**src/acrc_pkg.sv**
```systemverilog
package acrc_pkg;

  typedef enum logic [1:0] {
    ModeSlow  = 2'd0,
    ModeAvoid = 2'd1,
    ModeFast  = 2'd2
  } mode_t;

  // configuration register indexes
  localparam int CfgIdxW  = 3;
  localparam int CfgDataW = 32;
  localparam logic [CfgIdxW-1:0] CfgChunkMin   = 3'd0;
  localparam logic [CfgIdxW-1:0] CfgChunkMax   = 3'd1;
  localparam logic [CfgIdxW-1:0] CfgRateMin    = 3'd2;
  localparam logic [CfgIdxW-1:0] CfgRateMax    = 3'd3;
  localparam logic [CfgIdxW-1:0] CfgTimeoutMin = 3'd4;
  localparam logic [CfgIdxW-1:0] CfgTimeoutMax = 3'd5;
  localparam logic [CfgIdxW-1:0] CfgWindowMin  = 3'd6;
  localparam logic [CfgIdxW-1:0] CfgWindowMax  = 3'd7;

  // Q2.16 scale factors, 18 bits so that a plain doubling fits
  localparam int FactorW = 18;
  localparam logic [FactorW-1:0] QUnit       = 18'd65536;
  localparam logic [FactorW-1:0] QDouble     = 18'd131072;
  localparam logic [FactorW-1:0] QTenthUp    = 18'd72089;
  localparam logic [FactorW-1:0] QTenthDown  = 18'd58982;
  localparam logic [FactorW-1:0] QHalf       = 18'd32768;
  localparam logic [FactorW-1:0] QOnePct     = 18'd66191;
  localparam logic [FactorW-1:0] QFivePct    = 18'd68812;
  localparam logic [FactorW-1:0] QMinus5Pct  = 18'd62259;
  localparam logic [12:0]        QOneTenth   = 13'd6553;

  // floor(x / 5) = (x * Div5Recip) >> Div5Shift, exact for x below 2**22
  localparam logic [19:0] Div5Recip = 20'd838861;
  localparam int          Div5Shift = 22;
  localparam logic [17:0] TimeoutBias = 18'd20;

  // reset values
  localparam logic [24:0] ChunkMinReset   = 25'd1024;
  localparam logic [24:0] ChunkMaxReset   = 25'd65536;
  localparam logic [31:0] RateMinReset    = 32'd65536;
  localparam logic [31:0] RateMaxReset    = 32'd104857600;
  localparam logic [15:0] TimeoutMinReset = 16'd50;
  localparam logic [15:0] TimeoutMaxReset = 16'd5000;
  localparam logic [23:0] WindowMinReset  = 24'd256;
  localparam logic [23:0] WindowMaxReset  = 24'd16384;
  localparam logic [24:0] ChunkReset      = 25'd8192;
  localparam logic [39:0] RateReset       = 40'd268435456;
  localparam logic [23:0] WindowReset     = 24'd256;
  localparam logic [24:0] WindowStep      = 25'd256;

endpackage

```
**src/adaptive_congestion_rate_control.sv**
```systemverilog
// AIMD style congestion control. Each item on the input channel (in_valid /
// in_ready) is one metrics report: round_trip, loss_rate, link_bandwidth.
// Each report gives exactly one item on the output channel (out_valid /
// out_ready): chunk size, send rate, retry timeout, congestion window and
// mode. Limits are set through cfg_write / cfg_index / cfg_data, one
// register per cycle; the user must write them only while no report is in
// flight, and the block itself does not enforce this. One input register,
// then the full update (constant scaling, compares, clamps), combinational,
// into the state and result registers; out_valid rises once the result is
// loaded. Throughput is one report per cycle while the receiver takes
// results; the update of chunk, rate, window and mode state closes between
// the input register and the state registers, which sets the rate.
// When the receiver stalls, the result holds and the input register can
// still take one more report; in_ready drops only when both are full.
// Reset (rst, synchronous) empties both stages, loads the default limits and
// returns the controller to slow start with its initial chunk, rate and
// window.
module adaptive_congestion_rate_control (
  input  logic        clk,
  input  logic        rst,
  input  logic        in_valid,
  output logic        in_ready,
  input  logic [19:0] round_trip,
  input  logic [13:0] loss_rate,
  input  logic [31:0] link_bandwidth,
  output logic        out_valid,
  input  logic        out_ready,
  output logic [24:0] chunk_size,
  output logic [31:0] send_rate,
  output logic [15:0] retry_timeout,
  output logic [23:0] cong_window,
  output logic [1:0]  cong_mode,
  input  logic        cfg_write,
  input  logic [acrc_pkg::CfgIdxW-1:0]  cfg_index,
  input  logic [acrc_pkg::CfgDataW-1:0] cfg_data
);

  // limits
  logic [24:0] chunk_min, chunk_max;
  logic [31:0] rate_min, rate_max;
  logic [15:0] timeout_min, timeout_max;
  logic [23:0] window_min, window_max;

  // controller state
  logic [24:0]     chunk_reg, chunk_next;
  logic [39:0]     rate_reg, rate_next;
  logic [23:0]     window_reg, window_next;
  acrc_pkg::mode_t mode_reg, mode_next;

  // input stage
  logic        s1_valid;
  logic [19:0] s1_rtt;
  logic [13:0] s1_loss;
  logic [31:0] s1_bw;

  logic [15:0] timeout_next;
  logic        fire;

  assign fire     = s1_valid && (!out_valid || out_ready);
  assign in_ready = !s1_valid || fire;

  always_ff @(posedge clk) begin
    if (rst) begin
      chunk_min   <= acrc_pkg::ChunkMinReset;
      chunk_max   <= acrc_pkg::ChunkMaxReset;
      rate_min    <= acrc_pkg::RateMinReset;
      rate_max    <= acrc_pkg::RateMaxReset;
      timeout_min <= acrc_pkg::TimeoutMinReset;
      timeout_max <= acrc_pkg::TimeoutMaxReset;
      window_min  <= acrc_pkg::WindowMinReset;
      window_max  <= acrc_pkg::WindowMaxReset;
    end else if (cfg_write) begin
      unique case (cfg_index)
        acrc_pkg::CfgChunkMin:   chunk_min   <= cfg_data[24:0];
        acrc_pkg::CfgChunkMax:   chunk_max   <= cfg_data[24:0];
        acrc_pkg::CfgRateMin:    rate_min    <= cfg_data;
        acrc_pkg::CfgRateMax:    rate_max    <= cfg_data;
        acrc_pkg::CfgTimeoutMin: timeout_min <= cfg_data[15:0];
        acrc_pkg::CfgTimeoutMax: timeout_max <= cfg_data[15:0];
        acrc_pkg::CfgWindowMin:  window_min  <= cfg_data[23:0];
        acrc_pkg::CfgWindowMax:  window_max  <= cfg_data[23:0];
        default: ;
      endcase
    end
  end

  always_ff @(posedge clk) begin
    if (rst) begin
      s1_valid <= 1'b0;
    end else if (in_ready) begin
      s1_valid <= in_valid;
    end
  end

  always_ff @(posedge clk) begin
    if (in_valid && in_ready) begin
      s1_rtt  <= round_trip;
      s1_loss <= loss_rate;
      s1_bw   <= link_bandwidth;
    end
  end

  // ---------------- chunk size ----------------
  logic [17:0] chunk_factor;
  logic [41:0] chunk_prod;
  logic [28:0] chunk_scaled, chunk_cap, chunk_capped, chunk_lo, chunk_hi, chunk_t;
  logic [44:0] cap_prod;

  always_comb begin
    if (s1_loss < 14'd100 && s1_rtt < 20'd500) begin
      chunk_factor = acrc_pkg::QTenthUp;
    end else if (s1_loss > 14'd500 || s1_rtt > 20'd2000) begin
      chunk_factor = acrc_pkg::QTenthDown;
    end else begin
      chunk_factor = acrc_pkg::QUnit;
    end
    chunk_prod   = {17'd0, chunk_reg} * {24'd0, chunk_factor};
    chunk_scaled = {3'd0, chunk_prod[41:16]};
    cap_prod     = {13'd0, s1_bw} * {32'd0, acrc_pkg::QOneTenth};
    chunk_cap    = cap_prod[44:16];
    chunk_capped = (chunk_cap < chunk_scaled) ? chunk_cap : chunk_scaled;
    chunk_lo     = {4'd0, chunk_min};
    chunk_hi     = {4'd0, chunk_max};
    // raise to the minimum first, then the maximum wins
    chunk_t      = (chunk_capped < chunk_lo) ? chunk_lo : chunk_capped;
    chunk_t      = (chunk_t > chunk_hi) ? chunk_hi : chunk_t;
    chunk_next   = chunk_t[24:0];
  end

  // ---------------- rate and mode ----------------
  logic [17:0] rate_factor;
  logic [57:0] rate_prod;
  logic [41:0] rate_scaled, rate_lo, rate_hi, rate_t;

  always_comb begin
    mode_next = mode_reg;
    unique case (mode_reg)
      acrc_pkg::ModeSlow: begin
        if (s1_loss > 14'd100 || s1_rtt > 20'd2000) begin
          mode_next   = acrc_pkg::ModeAvoid;
          rate_factor = acrc_pkg::QHalf;
        end else begin
          rate_factor = acrc_pkg::QDouble;
        end
      end
      acrc_pkg::ModeAvoid: begin
        if (s1_loss < 14'd10 && s1_rtt < 20'd1000) begin
          rate_factor = acrc_pkg::QTenthUp;
        end else if (s1_loss > 14'd500 || s1_rtt > 20'd3000) begin
          mode_next   = acrc_pkg::ModeFast;
          rate_factor = acrc_pkg::QHalf;
        end else begin
          rate_factor = acrc_pkg::QOnePct;
        end
      end
      default: begin
        if (s1_loss < 14'd100 && s1_rtt < 20'd2000) begin
          mode_next   = acrc_pkg::ModeAvoid;
          rate_factor = acrc_pkg::QFivePct;
        end else begin
          rate_factor = acrc_pkg::QMinus5Pct;
        end
      end
    endcase
    rate_prod   = {18'd0, rate_reg} * {40'd0, rate_factor};
    rate_scaled = rate_prod[57:16];
    rate_lo     = {2'd0, rate_min, 8'd0};
    rate_hi     = {2'd0, rate_max, 8'd0};
    rate_t      = (rate_scaled < rate_lo) ? rate_lo : rate_scaled;
    rate_t      = (rate_t > rate_hi) ? rate_hi : rate_t;
    rate_next   = rate_t[39:0];
  end

  // ---------------- retry timeout ----------------
  logic [39:0] div5_prod;
  logic [17:0] tmo_raw, tmo_lo, tmo_hi, tmo_t;

  always_comb begin
    div5_prod    = {20'd0, s1_rtt} * {20'd0, acrc_pkg::Div5Recip};
    tmo_raw      = div5_prod[39:acrc_pkg::Div5Shift] + acrc_pkg::TimeoutBias;
    tmo_lo       = {2'd0, timeout_min};
    tmo_hi       = {2'd0, timeout_max};
    tmo_t        = (tmo_raw < tmo_lo) ? tmo_lo : tmo_raw;
    tmo_t        = (tmo_t > tmo_hi) ? tmo_hi : tmo_t;
    timeout_next = tmo_t[15:0];
  end

  // ---------------- congestion window ----------------
  logic [24:0] win_t, win_lo, win_hi;

  always_comb begin
    if (s1_loss < 14'd100) begin
      // uses the mode the rate step just decided
      if (mode_next == acrc_pkg::ModeSlow) begin
        win_t = {window_reg, 1'b0};
      end else begin
        win_t = {1'b0, window_reg} + acrc_pkg::WindowStep;
      end
    end else if (s1_loss > 14'd500) begin
      win_t = {2'd0, window_reg[23:1]};
    end else begin
      win_t = {1'b0, window_reg};
    end
    win_lo      = {1'b0, window_min};
    win_hi      = {1'b0, window_max};
    win_t       = (win_t < win_lo) ? win_lo : win_t;
    win_t       = (win_t > win_hi) ? win_hi : win_t;
    window_next = win_t[23:0];
  end

  // ---------------- state and result ----------------
  always_ff @(posedge clk) begin
    if (rst) begin
      chunk_reg  <= acrc_pkg::ChunkReset;
      rate_reg   <= acrc_pkg::RateReset;
      window_reg <= acrc_pkg::WindowReset;
      mode_reg   <= acrc_pkg::ModeSlow;
      out_valid  <= 1'b0;
    end else begin
      if (fire) begin
        chunk_reg  <= chunk_next;
        rate_reg   <= rate_next;
        window_reg <= window_next;
        mode_reg   <= mode_next;
      end
      if (fire) begin
        out_valid <= 1'b1;
      end else if (out_ready) begin
        out_valid <= 1'b0;
      end
    end
  end

  always_ff @(posedge clk) begin
    if (fire) begin
      retry_timeout <= timeout_next;
    end
  end

  // state only moves when a result is loaded, so it doubles as the result
  assign chunk_size  = chunk_reg;
  assign send_rate   = rate_reg[39:8];
  assign cong_window = window_reg;
  assign cong_mode   = mode_reg;

endmodule
```
**config.mk**
```make
export PLATFORM = sky130hd
export DESIGN_NAME = adaptive_congestion_rate_control
export DESIGN_NICKNAME = d
export VERILOG_FILES = /design/src/acrc_pkg.sv /design/src/adaptive_congestion_rate_control.sv
export SDC_FILE = /design/constraint.sdc
export NUM_CORES = 2
export LEC_CHECK = 0
export ABC_AREA = 0
export BUFFER_PORTS_ARGS = -buffer_cell sky130_fd_sc_hd__buf_2
export CAP_MARGIN = 15
export CORE_ASPECT_RATIO = 0.7
export CORE_UTILIZATION = 53
export DETAILED_ROUTE_END_ITERATION = 8
export PLACE_DENSITY = 0.83
export SYNTH_ARGS = -nofsm -noshare
export SYNTH_HDL_FRONTEND = slang
export SYNTH_SLANG_ARGS = --single-unit
```
**constraint.sdc**
```tcl
create_clock -name clk -period 15.1 [get_ports clk]
set_input_delay 3.02 -clock clk [delete_from_list [all_inputs] [get_ports clk]]
set_output_delay 3.02 -clock clk [all_outputs]
set_load 0.05 [all_outputs]
```
Yosys cells after proc, flatten, opt, wreduce, memory -nomap -nowiden
Index checks and enable logic that the tools add are counted.
Widths: inputs -> output; s select.
{"block": "totals", "register_bits": 369, "latch_bits": 0, "ram_bits": 0, "mem_bits_ro": 0, "input_bits": 106, "out_inout_bits": 101, "word_cells": 100, "n_memories": 0}
{"block": "op_classes", "addsub": 2, "n_mul": 4, "div_mod_pow": 0, "n_lt_le_gt_ge": 18, "eq_ne": 8, "n_shift": 0, "n_mux": 26, "bitwise_logic": 0, "n_reduce_logical": 24}
{"cell": "$mux 25", "n": 4}
{"cell": "$mux 17", "n": 5}
{"cell": "$mul 40x18->58", "n": 1}
{"cell": "$mux 29", "n": 2}
{"cell": "$mux 24", "n": 2}
{"cell": "$mul 32x13->45 const B", "n": 1}
{"cell": "$gt 42x40->1", "n": 1}
{"cell": "$lt 42x40->1", "n": 1}
{"cell": "$mul 25x18->42", "n": 1}
{"cell": "$mux 42", "n": 1}
{"cell": "$mul 20x20->40 const B", "n": 1}
{"cell": "$mux 40", "n": 1}
{"cell": "$mux 18", "n": 2}
{"cell": "$pmux 18 s2", "n": 1}
{"cell": "$gt 29x25->1", "n": 1}
{"cell": "$lt 29x25->1", "n": 1}
{"cell": "$lt 29x26->1", "n": 1}
{"cell": "$add 24x9->25 const B", "n": 1}
{"cell": "$gt 25x24->1", "n": 1}
{"cell": "$lt 25x24->1", "n": 1}
{"cell": "$gt 20x11->1 const B", "n": 1}
{"cell": "$gt 20x12->1 const B", "n": 1}
{"cell": "$lt 20x10->1 const B", "n": 1}
{"cell": "$lt 20x11->1 const B", "n": 1}
{"cell": "23 further kinds", "n": 48}

Logic depth before layout (Yosys ltp)
{"block": "depth", "word_depth": 12, "ltp_mapped": 71, "depth_no_buf": 66}

Worst setup path before layout
OpenSTA, ideal clock, no wires.
{"block": "synth_timing", "kind": "reg-to-reg", "start": "reg s1_rtt[16]", "end": "reg chunk_reg[21] (netlist: chunk_size[21])", "setup_ns": 0.092, "t_arrival_ns": 14.817, "required_ns": 15.008, "slack_ns": 0.191, "stages_incl_launch_ff": 66, "n_path_buf": 5, "path_cell_list": "edfxtp_1 -> inv_1 -> ha_1 -> nor2b_1 -> o21ai_0 -> nand2_1 -> nor3_1 -> nor2_1 -> clkbuf_1 -> nand2_1 -> inv_1 -> fa_1 -> fa_1 -> fa_1 -> fa_1 -> fa_1 -> inv_1 -> fa_1 -> [30 not listed] -> or4_1 -> mux2i_1 -> o211ai_4 -> buf_8 -> mux2i_1 -> inv_1 -> ha_1 -> a21o_1 -> a21o_1 -> a21oi_1 -> o21ai_0 -> a221oi_1 -> mux2i_1 -> nand2_1 -> nand3_2 -> buf_2 -> a31o_2 -> nor4_1"}
{"block": "synth_between", "elab_chain_len": 11, "word_cells_on_any_way": 13, "cone_classes": "mul (1); order compare (5); mux (5); reduce/logical (2)"}
{"element": "from (decl)", "line_no": "adaptive_congestion_rate_control.sv:52", "rtl": "logic [19:0] s1_rtt;"}
{"element": "from (signal assigned)", "line_no": "adaptive_congestion_rate_control.sv:97", "rtl": "s1_rtt <= round_trip;"}
{"element": "$gt 20x11->1", "line_no": "adaptive_congestion_rate_control.sv:112", "rtl": "end else if (s1_loss > 14'd500 || s1_rtt > 20'd2000) begin"}
{"element": "$logic_or 1x1->1", "line_no": "adaptive_congestion_rate_control.sv:112"}
{"element": "$mux 17", "line_no": "adaptive_congestion_rate_control.sv:112"}
{"element": "$mux 17 (*)", "line_no": "adaptive_congestion_rate_control.sv:110", "rtl": "if (s1_loss < 14'd100 && s1_rtt < 20'd500) begin"}
{"element": "$mul 25x18->42 (*)", "line_no": "adaptive_congestion_rate_control.sv:117", "rtl": "chunk_prod = {17'd0, chunk_reg} * {24'd0, chunk_factor};"}
{"element": "$lt 29x26->1", "line_no": "adaptive_congestion_rate_control.sv:121", "rtl": "chunk_capped = (chunk_cap < chunk_scaled) ? chunk_cap : chunk_scaled;"}
{"element": "$mux 29 (*)", "line_no": "adaptive_congestion_rate_control.sv:121"}
{"element": "$lt 29x25->1", "line_no": "adaptive_congestion_rate_control.sv:125", "rtl": "chunk_t = (chunk_capped < chunk_lo) ? chunk_lo : chunk_capped;"}
{"element": "$mux 29 (*)", "line_no": "adaptive_congestion_rate_control.sv:125"}
{"element": "$gt 29x25->1", "line_no": "adaptive_congestion_rate_control.sv:126", "rtl": "chunk_t = (chunk_t > chunk_hi) ? chunk_hi : chunk_t;"}
{"element": "$mux 25 (*)", "line_no": "adaptive_congestion_rate_control.sv:126"}
{"element": "to (signal assigned)", "line_no": "adaptive_congestion_rate_control.sv:214", "rtl": "chunk_reg <= acrc_pkg::ChunkReset;"}
{"element": "to (signal assigned)", "line_no": "adaptive_congestion_rate_control.sv:221", "rtl": "chunk_reg <= chunk_next;"}
{"element": "to (decl)", "line_no": "adaptive_congestion_rate_control.sv:45", "rtl": "logic [24:0] chunk_reg, chunk_next;"}
Every way passes the cells marked *; elsewhere a longest branch is shown, timed or not.
A chain may end at the register's enable or synchronous reset.

Worst setup path after layout
{"block": "layout_timing", "start": "reg s1_rtt[5]", "end": "reg chunk_reg[21] (netlist: chunk_size[21])"}
Same word-level chain as after synthesis.

==> metrics <==
outcome=completed; post-synthesis average cell area=9.00 um2; port bufs=206; Yosys cell types=101; Initial Util=between 50% and 60%; share of cells above drive strength 1=14.6%; Clock H-tree levels=2; Cell Area, Synth=0.0693 mm2; HP Start=rate_max[17]; synthesized flop and latch total=around 370; largest net degree at the start of global routing=roughly 100; Post-synth top cells=1,770 x inv_1, 1,217 x fa_1, 974 x nand2_1, 852 x ha_1, 431 x a21oi_1; Syn. warnings=0; CP startpoint=s1_rtt[5]; startpoint of the worst register-to-register path=s1_rtt[5]; crit-path max FO=7; Post-synth ARST share=0%; die area=0.132 mm2; DR vias=57,823; number of enable flip-flop cells after synthesis=82; clk_skew=40.6 ps; First-pass DRT Iterations=8; Hold Crit Class=reg2reg; ranking of synthesized cells by area=fa_1 35%, ha_1 15%, inv_1 9.6%; Starting DRT DRC Count=around 6,100; Fillers=between 10,000 and 15,000; CP arrival=15,340 ps; biggest area consumer among synthesized cells=fa_1; most used cell, CP=buf_4; Crit. End Element=flop; grt total ovfl=0; final hold vios=0; WS Path Type=reg2reg; worst slack, placed=-687 ps; root buffer cell=clkbuf_16; Clock Sinks=369; CTS tree=built; number of global-route vias before repair=approximately 59,000; nature of the critical path startpoint=flop; die height=305 um; core area=roughly 0.13 mm2; MaxCap Viol Count=0; RD Place Congestion=1.01; initial antenna violation count=21; row count=110; Max Clock Freq=around 0.067 GHz; chip width=434 um; Worst Slack Setup Final=249 ps; final period utilization=a little over nine tenths; Tightest Pin Transition=1250 ps; count leader, synth=inv_1; Final setup viols=0; min Tclk post-route=approximately 15,000 ps; CTS buffer count=45; Slew headroom=around 17%; RSZ-0062 raised after global routing=yes; worst skew pair latency=640 ps; clk buf depth=3; final max-slew violation count=0; Mapped Cells=~7,700; Top FF cell, synth=dfxtp_1; Clk pin slew, worst setup/hold paths=approximately 60 ps; CP max stage cell=fa_2; post-DP HPWL=182 mm; post-synthesis sequential area ratio=11.8%; CP peak stage delay=590 ps; max reg flops=40; post-DR wirelength/cell=21.7 um; WP data required=between 15,000 and 20,000 ps; global-route wire length before repair=338 mm; Final Non-Filler Cells=10,023; Routed Antenna Nets=0; DR DRC count=0; placed cells=9,883; Area Growth Syn to Fin=13.7%; nets@finish=10,412; final wirelength=217 mm; # IOs=207; GRT Util Overall=33.1%; area fraction of the dominant cell type after synthesis=between 30% and 40%; vias per cell=5.77
-- per-stage QoR --
step	cell area, um2	setup TNS, ps	utilization (%)	hold WS [ps]
final	78800	0	61.0	454
after global placement	75600	-8360	58.6	442
after detailed placement	75600	-16400	58.6	448
after CTS	77400	0	60.0	456
after global routing	78800	-4010	61.0	477
after floorplan	69300	0	-	436
-- critical path: cells and delay by family, from the launching register on --
kind / cells / cell delay [ps]
adder cells (fa/ha/maj): 11 / 4210
AND/OR/NAND/NOR: 22 / 3770
AO/OA/AOI/OAI: 14 / 2570
buffers and inverters: 19 / 2560
multiplexers: 4 / 750
XOR/XNOR: 1 / 430
flip-flops: 1 / 410
-- layout by cell type (no fill, tap or decap), types with 24 or more instances in the layout --
master / count
a211o_1: 26
a21o_1: 154
a21oi_1: 417
a31o_2: 33
a31oi_1: 46
and2_1: 64
and3_1: 28
buf_2: 205
buf_4: 581
clkbuf_16: 48
dfxtp_1: 287
edfxtp_1: 82
fa_1: 1194
ha_1: 831
inv_1: 1745
mux2_2: 31
mux2i_1: 31
nand2_1: 958
nand2b_1: 35
nand3_1: 67
nand3b_1: 71
nand4_1: 74
nand4b_1: 24
nor2_1: 170
nor2b_1: 32
nor3_1: 50
o211ai_1: 40
o21a_1: 38
o21ai_0: 138
o21ai_1: 26
o21bai_1: 32
o31ai_1: 42
o41ai_1: 27
xnor2_1: 80
xor2_1: 39
-- logic make-up (layout without fill, tap and decap cells) --
family                     count (synthesis)  count (layout)  share of synthesized area, %
DFF                                      369             369                          11.8
other                                      1              16                       0.00541
and+or+nand+nor                         1723            1723                          11.6
muxes                                     75              75                          1.15
buffers and inverters                   2106            2682                          11.7
adders and majority gates               2069            2069                          50.5
AOI/OAI and AO/OA                       1228            1228                          11.6
xor gates and xnor gates                 125             125                          1.59
-- timing repair --
action / in CTS / in global routing
pin swaps: 10 / 113
resized for setup: 33 / 236
buffers inserted: 10 / 26
endpoints found under the setup margin: 57 / 65
hold buffers: 0 / 0
gates cloned: 1 / 3
-- worst paths after layout --
path,end,slack (ps),cells after the start
max,chunk_size[21],250,71
min,rate_max[17],450,2
max reg2reg,chunk_size[21],250,71
min reg2reg,rate_max[17],450,2
-- cell type report --
type,instances,area (um2),share of cell area [%]
timing repair buffer,828,6080,7.71
inverter,1771,6660,8.45
antenna,14,35.0,0.0445
clock inverter,31,400,0.508
sequential,369,8210,10.4
clock buffer,52,1180,1.50
tap,1736,2170,2.76
multi-input combinational,5222,54100,68.6
-- layer usage --
| layer | up-vias | part of all wire (%) | wire length (um) | global-route usage (%) |
|---|---|---|---|---|
| met2 | 3203 | 42 | 90700 | 47.3 |
| li1 | 25638 | - | - | - |
| met4 | 0 | 3.7 | 7950 | 9.96 |
| met3 | 414 | 13 | 28400 | 9.72 |
| met1 | 28568 | 42 | 90400 | 48.2 |
| met5 | - | 0 | 0 | 0 |
Power is left out: the tool's default activity adds up to more than one toggle a clock period on the data nets, which glitch-free logic cannot reach.
